===== src/rtl/hrcp_pkg.sv =====
`timescale 1ns / 1ps
// ----------------------------------------------------------------------------
// hrcp_pkg
// Shared types, character codes and line positions for the hex record
// character parser.
// ----------------------------------------------------------------------------
package hrcp_pkg;

  localparam int RING_SLOTS_DEFAULT = 16;

  localparam int POS_W  = 10;
  localparam int WORD_W = 16;

  // ascii codes
  localparam logic [7:0] CH_COLON = 8'h3A;
  localparam logic [7:0] CH_ZERO  = 8'h30;
  localparam logic [7:0] CH_SEVEN = 8'h37;
  localparam logic [7:0] CH_NINE  = 8'h39;

  // line positions
  localparam logic [POS_W-1:0] POS_START    = 10'd0;
  localparam logic [POS_W-1:0] POS_COUNT_HI = 10'd1;
  localparam logic [POS_W-1:0] POS_COUNT_LO = 10'd2;
  localparam logic [POS_W-1:0] POS_ADDR_0   = 10'd3;
  localparam logic [POS_W-1:0] POS_ADDR_1   = 10'd4;
  localparam logic [POS_W-1:0] POS_ADDR_2   = 10'd5;
  localparam logic [POS_W-1:0] POS_ADDR_3   = 10'd6;
  localparam logic [POS_W-1:0] POS_HDR_LAST = 10'd8;
  localparam logic [POS_W-1:0] POS_MAX      = 10'd1023;
  localparam logic [POS_W-1:0] HDR_CHARS    = 10'd9;

  // byte counts from this value on give a saturated line length
  localparam logic [WORD_W-1:0] COUNT_SAT = 16'd507;

  // position within a data word (position mod 4)
  localparam logic [1:0] DPH_LO_HI = 2'd1;
  localparam logic [1:0] DPH_LO_LO = 2'd2;
  localparam logic [1:0] DPH_HI_HI = 2'd3;
  localparam logic [1:0] DPH_HI_LO = 2'd0;

  typedef enum logic [1:0] {
    KIND_COUNT = 2'd0,
    KIND_ADDR  = 2'd1,
    KIND_DATA  = 2'd2
  } word_kind_t;

  typedef struct packed {
    logic [POS_W-1:0]  line_position;
    logic [POS_W-1:0]  line_length;
    logic [WORD_W-1:0] low_part;
    logic [WORD_W-1:0] high_part;
    logic [WORD_W-1:0] data_word_count;
  } line_state_t;

  typedef struct packed {
    logic              produced;
    logic [WORD_W-1:0] word;
    word_kind_t        kind;
    logic [WORD_W-1:0] count;
  } emit_t;

endpackage


===== src/rtl/hrcp_decode.sv =====
`timescale 1ns / 1ps
// ----------------------------------------------------------------------------
// hrcp_decode
// Next-state and emitted word for one received character or restart.
// ----------------------------------------------------------------------------
module hrcp_decode (
  input  logic                 op,
  input  logic [7:0]           rx_char,
  input  hrcp_pkg::line_state_t cur,
  output hrcp_pkg::line_state_t nxt,
  output hrcp_pkg::emit_t      emit
);

  logic [7:0]                   nib;
  logic [hrcp_pkg::POS_W-1:0]   pos;
  logic [hrcp_pkg::WORD_W-1:0]  nib16;
  logic [hrcp_pkg::WORD_W-1:0]  nib_sh4;
  logic [hrcp_pkg::WORD_W-1:0]  sum;

  always_comb begin
    nxt  = cur;
    emit = '0;
    nib  = '0;
    pos  = cur.line_position;
    sum  = '0;

    if (cur.line_position == hrcp_pkg::POS_MAX) begin
      pos = hrcp_pkg::POS_MAX;
    end

    priority if (rx_char == hrcp_pkg::CH_COLON) begin
      pos = hrcp_pkg::POS_START;
    end else if (rx_char <= hrcp_pkg::CH_NINE) begin
      nib = rx_char - hrcp_pkg::CH_ZERO;
    end else begin
      nib = rx_char - hrcp_pkg::CH_SEVEN;
    end

    nib16   = {8'd0, nib};
    nib_sh4 = {4'd0, nib, 4'd0};

    unique case (pos)
      hrcp_pkg::POS_COUNT_HI: nxt.low_part = nib_sh4;
      hrcp_pkg::POS_COUNT_LO: begin
        nxt.low_part = cur.low_part + nib16;
        // 9 + 2*count, capped at the top line position
        if (nxt.low_part >= hrcp_pkg::COUNT_SAT) begin
          nxt.line_length = hrcp_pkg::POS_MAX;
        end else begin
          nxt.line_length = hrcp_pkg::HDR_CHARS + {nxt.low_part[8:0], 1'b0};
        end
        emit.produced = 1'b1;
        emit.word     = nxt.low_part;
        emit.kind     = hrcp_pkg::KIND_COUNT;
      end
      hrcp_pkg::POS_ADDR_0: nxt.low_part = nib_sh4;
      hrcp_pkg::POS_ADDR_1: begin
        sum          = cur.low_part + nib16;
        nxt.low_part = {sum[7:0], 8'd0};
      end
      hrcp_pkg::POS_ADDR_2: nxt.low_part = cur.low_part + nib_sh4;
      hrcp_pkg::POS_ADDR_3: begin
        nxt.low_part  = cur.low_part + nib16;
        emit.produced = 1'b1;
        emit.word     = nxt.low_part;
        emit.kind     = hrcp_pkg::KIND_ADDR;
      end
      default: ;
    endcase

    if (pos > hrcp_pkg::POS_HDR_LAST && pos < cur.line_length) begin
      unique case (pos[1:0])
        hrcp_pkg::DPH_LO_HI: nxt.low_part = nib_sh4;
        hrcp_pkg::DPH_LO_LO: nxt.low_part = cur.low_part + nib16;
        hrcp_pkg::DPH_HI_HI: nxt.high_part = nib_sh4;
        hrcp_pkg::DPH_HI_LO: begin
          sum                 = cur.high_part + nib16;
          nxt.high_part       = {sum[7:0], 8'd0};
          nxt.low_part        = cur.low_part + nxt.high_part;
          nxt.data_word_count = cur.data_word_count + 16'd1;
          emit.produced       = 1'b1;
          emit.word           = nxt.low_part;
          emit.kind           = hrcp_pkg::KIND_DATA;
        end
      endcase
    end

    if (pos < hrcp_pkg::POS_MAX) begin
      nxt.line_position = pos + 10'd1;
    end else begin
      nxt.line_position = pos;
    end

    emit.count = nxt.data_word_count;

    // restart touches only the word count here, slot pointer lives above
    if (op) begin
      nxt                 = cur;
      nxt.data_word_count = '0;
      emit                = '0;
    end
  end

endmodule


===== src/rtl/hex_record_char_parser.sv =====
`timescale 1ns / 1ps
// ----------------------------------------------------------------------------
// hex_record_char_parser
// Decodes a hex record text stream one character per word into byte counts,
// load addresses and little-endian 16-bit data words tagged with ring slots.
// ----------------------------------------------------------------------------
//  channel  handshake            payload
//  in       in_valid / in_ready  op, rx_char
//  out      out_valid/ out_ready word, word_kind, ring_slot, data_words_total
//
// one character is decoded in the cycle it is taken; its word, if any, sits
// in the output register from the next cycle on. a new character is taken
// every cycle as long as the output register is empty or being drained.
// synchronous reset clears line state, slot pointer and output valid.
// ----------------------------------------------------------------------------
module hex_record_char_parser #(
  parameter int RING_SLOTS = hrcp_pkg::RING_SLOTS_DEFAULT,
  localparam int SLOT_W    = $clog2(RING_SLOTS)
) (
  input  logic              clk,
  input  logic              rst,
  input  logic              in_valid,
  output logic              in_ready,
  input  logic              op,
  input  logic [7:0]        rx_char,
  output logic              out_valid,
  input  logic              out_ready,
  output logic [15:0]       word,
  output logic [1:0]        word_kind,
  output logic [SLOT_W-1:0] ring_slot,
  output logic [15:0]       data_words_total
);

  hrcp_pkg::line_state_t line_state;
  hrcp_pkg::line_state_t line_state_next;
  hrcp_pkg::emit_t       emit;
  hrcp_pkg::word_kind_t  kind;
  logic [SLOT_W-1:0]     slot_pointer;
  logic [SLOT_W-1:0]     slot_pointer_next;
  logic                  accept;

  hrcp_decode u_decode (
    .op      (op),
    .rx_char (rx_char),
    .cur     (line_state),
    .nxt     (line_state_next),
    .emit    (emit)
  );

  assign in_ready  = !out_valid || out_ready;
  assign accept    = in_valid && in_ready;
  assign word_kind = kind;

  always_comb begin
    if (slot_pointer == SLOT_W'(RING_SLOTS - 1)) begin
      slot_pointer_next = '0;
    end else begin
      slot_pointer_next = slot_pointer + 1'b1;
    end
  end

  always_ff @(posedge clk) begin
    if (rst) begin
      line_state   <= '0;
      slot_pointer <= '0;
      out_valid    <= 1'b0;
    end else begin
      if (accept && emit.produced) begin
        out_valid <= 1'b1;
      end else if (out_ready) begin
        out_valid <= 1'b0;
      end
      if (accept) begin
        line_state <= line_state_next;
        if (op) begin
          slot_pointer <= '0;
        end else if (emit.produced) begin
          slot_pointer <= slot_pointer_next;
        end
      end
    end
  end

  // output payload
  always_ff @(posedge clk) begin
    if (accept && emit.produced) begin
      word             <= emit.word;
      kind             <= emit.kind;
      ring_slot        <= slot_pointer;
      data_words_total <= emit.count;
    end
  end

endmodule

===== config.mk =====
export PLATFORM = sky130hd
export DESIGN_NAME = hex_record_char_parser
export DESIGN_NICKNAME = d
export VERILOG_FILES = /design/src/rtl/hrcp_pkg.sv /design/src/rtl/hrcp_decode.sv /design/src/rtl/hex_record_char_parser.sv
export SDC_FILE = /design/constraint.sdc
export NUM_CORES = 1
export LEC_CHECK = 0
export CELL_PAD_IN_SITES_DETAIL_PLACEMENT = 1
export CELL_PAD_IN_SITES_GLOBAL_PLACEMENT = 1
export CORE_UTILIZATION = 33
export CTS_CLUSTER_DIAMETER = 50
export DETAILED_ROUTE_END_ITERATION = 12
export DONT_BUFFER_PORTS = 1
export PLACE_DENSITY_LB_ADDON = 0.15
export SLEW_MARGIN = 25
export SYNTH_ARGS = -nofsm -noshare
export SYNTH_HDL_FRONTEND = slang
export SYNTH_SLANG_ARGS = --single-unit

===== constraint.sdc =====
create_clock -name clk -period 4.3 [get_ports clk]
set_input_delay 0.645 -clock clk [delete_from_list [all_inputs] [get_ports clk]]
set_output_delay 0.645 -clock clk [all_outputs]
set_load 0.1 [all_outputs]

==> impl_metrics.json <==
{
  "outcome": "finished, final reports clean",
  "routabilityCongestion": 0.8979,
  "tritoncts": "built",
  "yosysWarnings": 0,
  "post-route-period-util": 0.9186,
  "grtUsageTotal": 0.2330,
  "synth_seq_cells": 99,
  "regArea_sq_mm": 0.002362,
  "antenna_left": 0,
  "syn_inst": 898,
  "power_frac_clock": 0.392,
  "synth_ff_type": "dfxtp_1",
  "grt_overflow": 0,
  "worstPathRequired_ps": 4560,
  "drc": 0,
  "crit_family": "compound AO/OA/AOI/OAI gates",
  "synth_edf_count": 38,
  "hpwlAfterDp_microns": 20950,
  "clock-sinks": 99,
  "p_sw_frac": 0.3030,
  "critical_path_arrival_ps": 4210,
  "clockBufferDepth": 2,
  "p_per_area_mw_per_mm2": 283.3,
  "pre_cts_slack_ps": -16.93,
  "path_buf_inv": 2,
  "postCtsHoldBufs": 0,
  "slew_viol_final": 0,
  "io-pin-count": 53,
  "crit_chain": "inv_1 > ha_1 > o21bai_1 > a31o_2 > xnor2_1 > nor2_1 > ha_1 > fa_1 > o21a_1 > nor2_1 > o311a_4 > or4b_4 > nor3_1 > a211oi_2 > buf_4 > a221oi_1",
  "grt_pass1_vias": 7125,
  "slowest_delay_ps": 480,
  "port_buffers": 0,
  "cts_buffers": 9,
  "cp_slowest_cell": "or4b_4",
  "finalSetupViolCount": 0,
  "pwr-share-seq": 0.407,
  "post_drt_wl_per_cell_microns": 22.13,
  "worstHoldPathType": "in2reg",
  "power_frac_comb": 0.201,
  "netSwitchingPower_uw": 740.2,
  "dr_total_vias": 7147,
  "fp.dieW_microns": 153.9,
  "synthesis.area_sq_mm": 0.007611,
  "timing.final.ws_setup_ps": 350.1,
  "ys_seq_area_frac": 0.3104,
  "wl_microns": 27180,
  "final_nets": 1000,
  "drt_iter0_drc": 335,
  "relSlewSlack": 0.3613,
  "syn_nets": 960,
  "h-tree-depth": 3,
  "cts_resized": 0,
  "period_needed_ps": 3950,
  "max_freq_ghz": 0.2532,
  "grt_pass1_wl_microns": 42190,
  "postCtsSetupBuffers": 0,
  "antenna_cells": 0,
  "critPathLaunchType": "primary input",
  "drt_first_pass_iters": 5,
  "intPower_uw": 1703,
  "viasPerCell": 5.820,
  "path_max_fanout": 9,
  "ys_types": 93,
  "synth.largest_area_cell": "dfxtp_1",
  "final_cells": 1228,
  "synth_area_leaders": "dfxtp_1 (16%), edfxtp_1 (15%), ha_1 (7.4%), nor2_1 (4.1%), a21oi_1 (4.0%)",
  "start_util": 0.3362,
  "area_growth_pct": 13.30,
  "irDropWorstVdd_mv": 0.1507,
  "clock_latency_ps": 360,
  "fp.dieH_microns": 153.9,
  "synth_top_area_frac": 0.1604,
  "rsz0062_at_grt": "no",
  "crit_path_end_kind": "flip-flop",
  "post-place-cells": 1212,
  "path_clk_slew_ps": 80,
  "core.rowCount": 55,
  "grt_max_degree": 64,
  "drive_above_1_share": 0.1347,
  "synth_area_per_cell_sq_um": 8.476,
  "cts_root_buf": "clkbuf_16",
  "leakage_uw": 0.003415,
  "fillers": 2669,
  "async_flop_share": 0,
  "drv_cap": 0,
  "core_area_sq_mm": 0.02264,
  "die-area_sq_mm": 0.02367,
  "path_class": "in2reg",
  "hold_viol": 0,
  "multi_input_area_sq_mm": 0.004778,
  "finClkSkew_ps": 16.09,
  "worst_slew_pin_slew_ps": 960.1,
  "antenna_found_initial": 0
}
placed cells by master, fill, tap and decap left out, types with 14 or more instances in the layout:
cell type / instances
nor2_1: 82
edfxtp_1: 38
and3_1: 16
nand4_1: 15
buf_4: 80
a31oi_1: 14
a21o_1: 19
xnor2_1: 33
and2_1: 18
xor2_1: 16
nand2_1: 72
dfxtp_1: 61
ha_1: 45
a221oi_1: 18
inv_1: 41
nand3_1: 29
nor3_1: 26
a211oi_1: 16
a21oi_1: 61
o21ai_0: 37
registers in the layout (all words and copies together), names as in the netlist:
| signal | flops |
|---|---|
| line_state | 56 |
| out_valid | 1 |
| data_words_total | 16 |
| word_kind | 2 |
| ring_slot | 4 |
| word | 16 |
| slot_pointer | 4 |
per-layer routing:
layer,share of wire,GRT usage
met3,0.037,0.03157
met5,0,0
met4,0.019,0.06571
met1,0.49,0.3245
met2,0.45,0.3745
worst paths after layout:
path / from / slack [ps] / depth (start not counted) / endpoint
worst min-delay path: rst / 360 / 1 / slot_pointer[1]
worst min register to register: line_state[22] / 460 / 2 / line_state[22]
worst max register to register: line_state[65] / 1020 / 12 / line_state[23]
worst max-delay path: rx_char[0] / 350 / 16 / line_state[51]
kinds of logic (layout without fill, tap and decap cells):
kind of cell	after synthesis	in the layout	synth area share
and+or+nand+nor	335	335	0.2285
AOI/OAI and AO/OA	260	260	0.2417
DFF	99	99	0.3104
buffers and inverters	94	139	0.06247
adders and majority gates	51	51	0.08713
xor gates and xnor gates	49	49	0.05639
muxes	10	10	0.01348
synth_stat cells, types with 14 or more instances:
master and count:
nand4_1 15, inv_1 42, and2_1 18, a211oi_1 16, ha_1 45, nor3_1 26, edfxtp_1 38, and3_1 16
dfxtp_1 61, a21oi_1 61, nand2_1 72, a31oi_1 14, nor2_1 84, a221oi_1 18, xor2_1 16, a21o_1 19
clkbuf_1 38, xnor2_1 33, o21ai_0 37, nand3_1 29
cell type report:
type / count / share of cell area
inverter: 42 / 0.01872
sequential: 99 / 0.2739
clock inverter: 6 / 0.01219
clock buffer: 10 / 0.02771
timing repair buffer: 81 / 0.07197
tap: 285 / 0.04135
multi-input combinational: 705 / 0.5541
power by group through the flow:
stage	logic [uW]	registers, uW	clock network [uW]
2_1_floorplan	336	1010	0
4_1_cts	488	994	981
6_report	491	994	958
3_5_place_dp	486	1020	0
3_3_place_gp	482	1020	0
5_1_grt	534	996	1010
metrics by stage:
stage | area, sq um | util | setup TNS, ps | hold slack [ps] | total power (uW)
floorplan | 7620 | - | 0 | 436.2 | 1343
global placement | 8279 | 0.3657 | 0 | 446.4 | 1498
detailed placement | 8279 | 0.3657 | -16.93 | 454.4 | 1502
CTS | 8623 | 0.3809 | 0 | 351.7 | 2464
global route | 8623 | 0.3809 | 0 | 352.1 | 2542
finish | 8623 | 0.3809 | 0 | 359.7 | 2443
No activity file was read; power rests on OpenSTA's default activity.
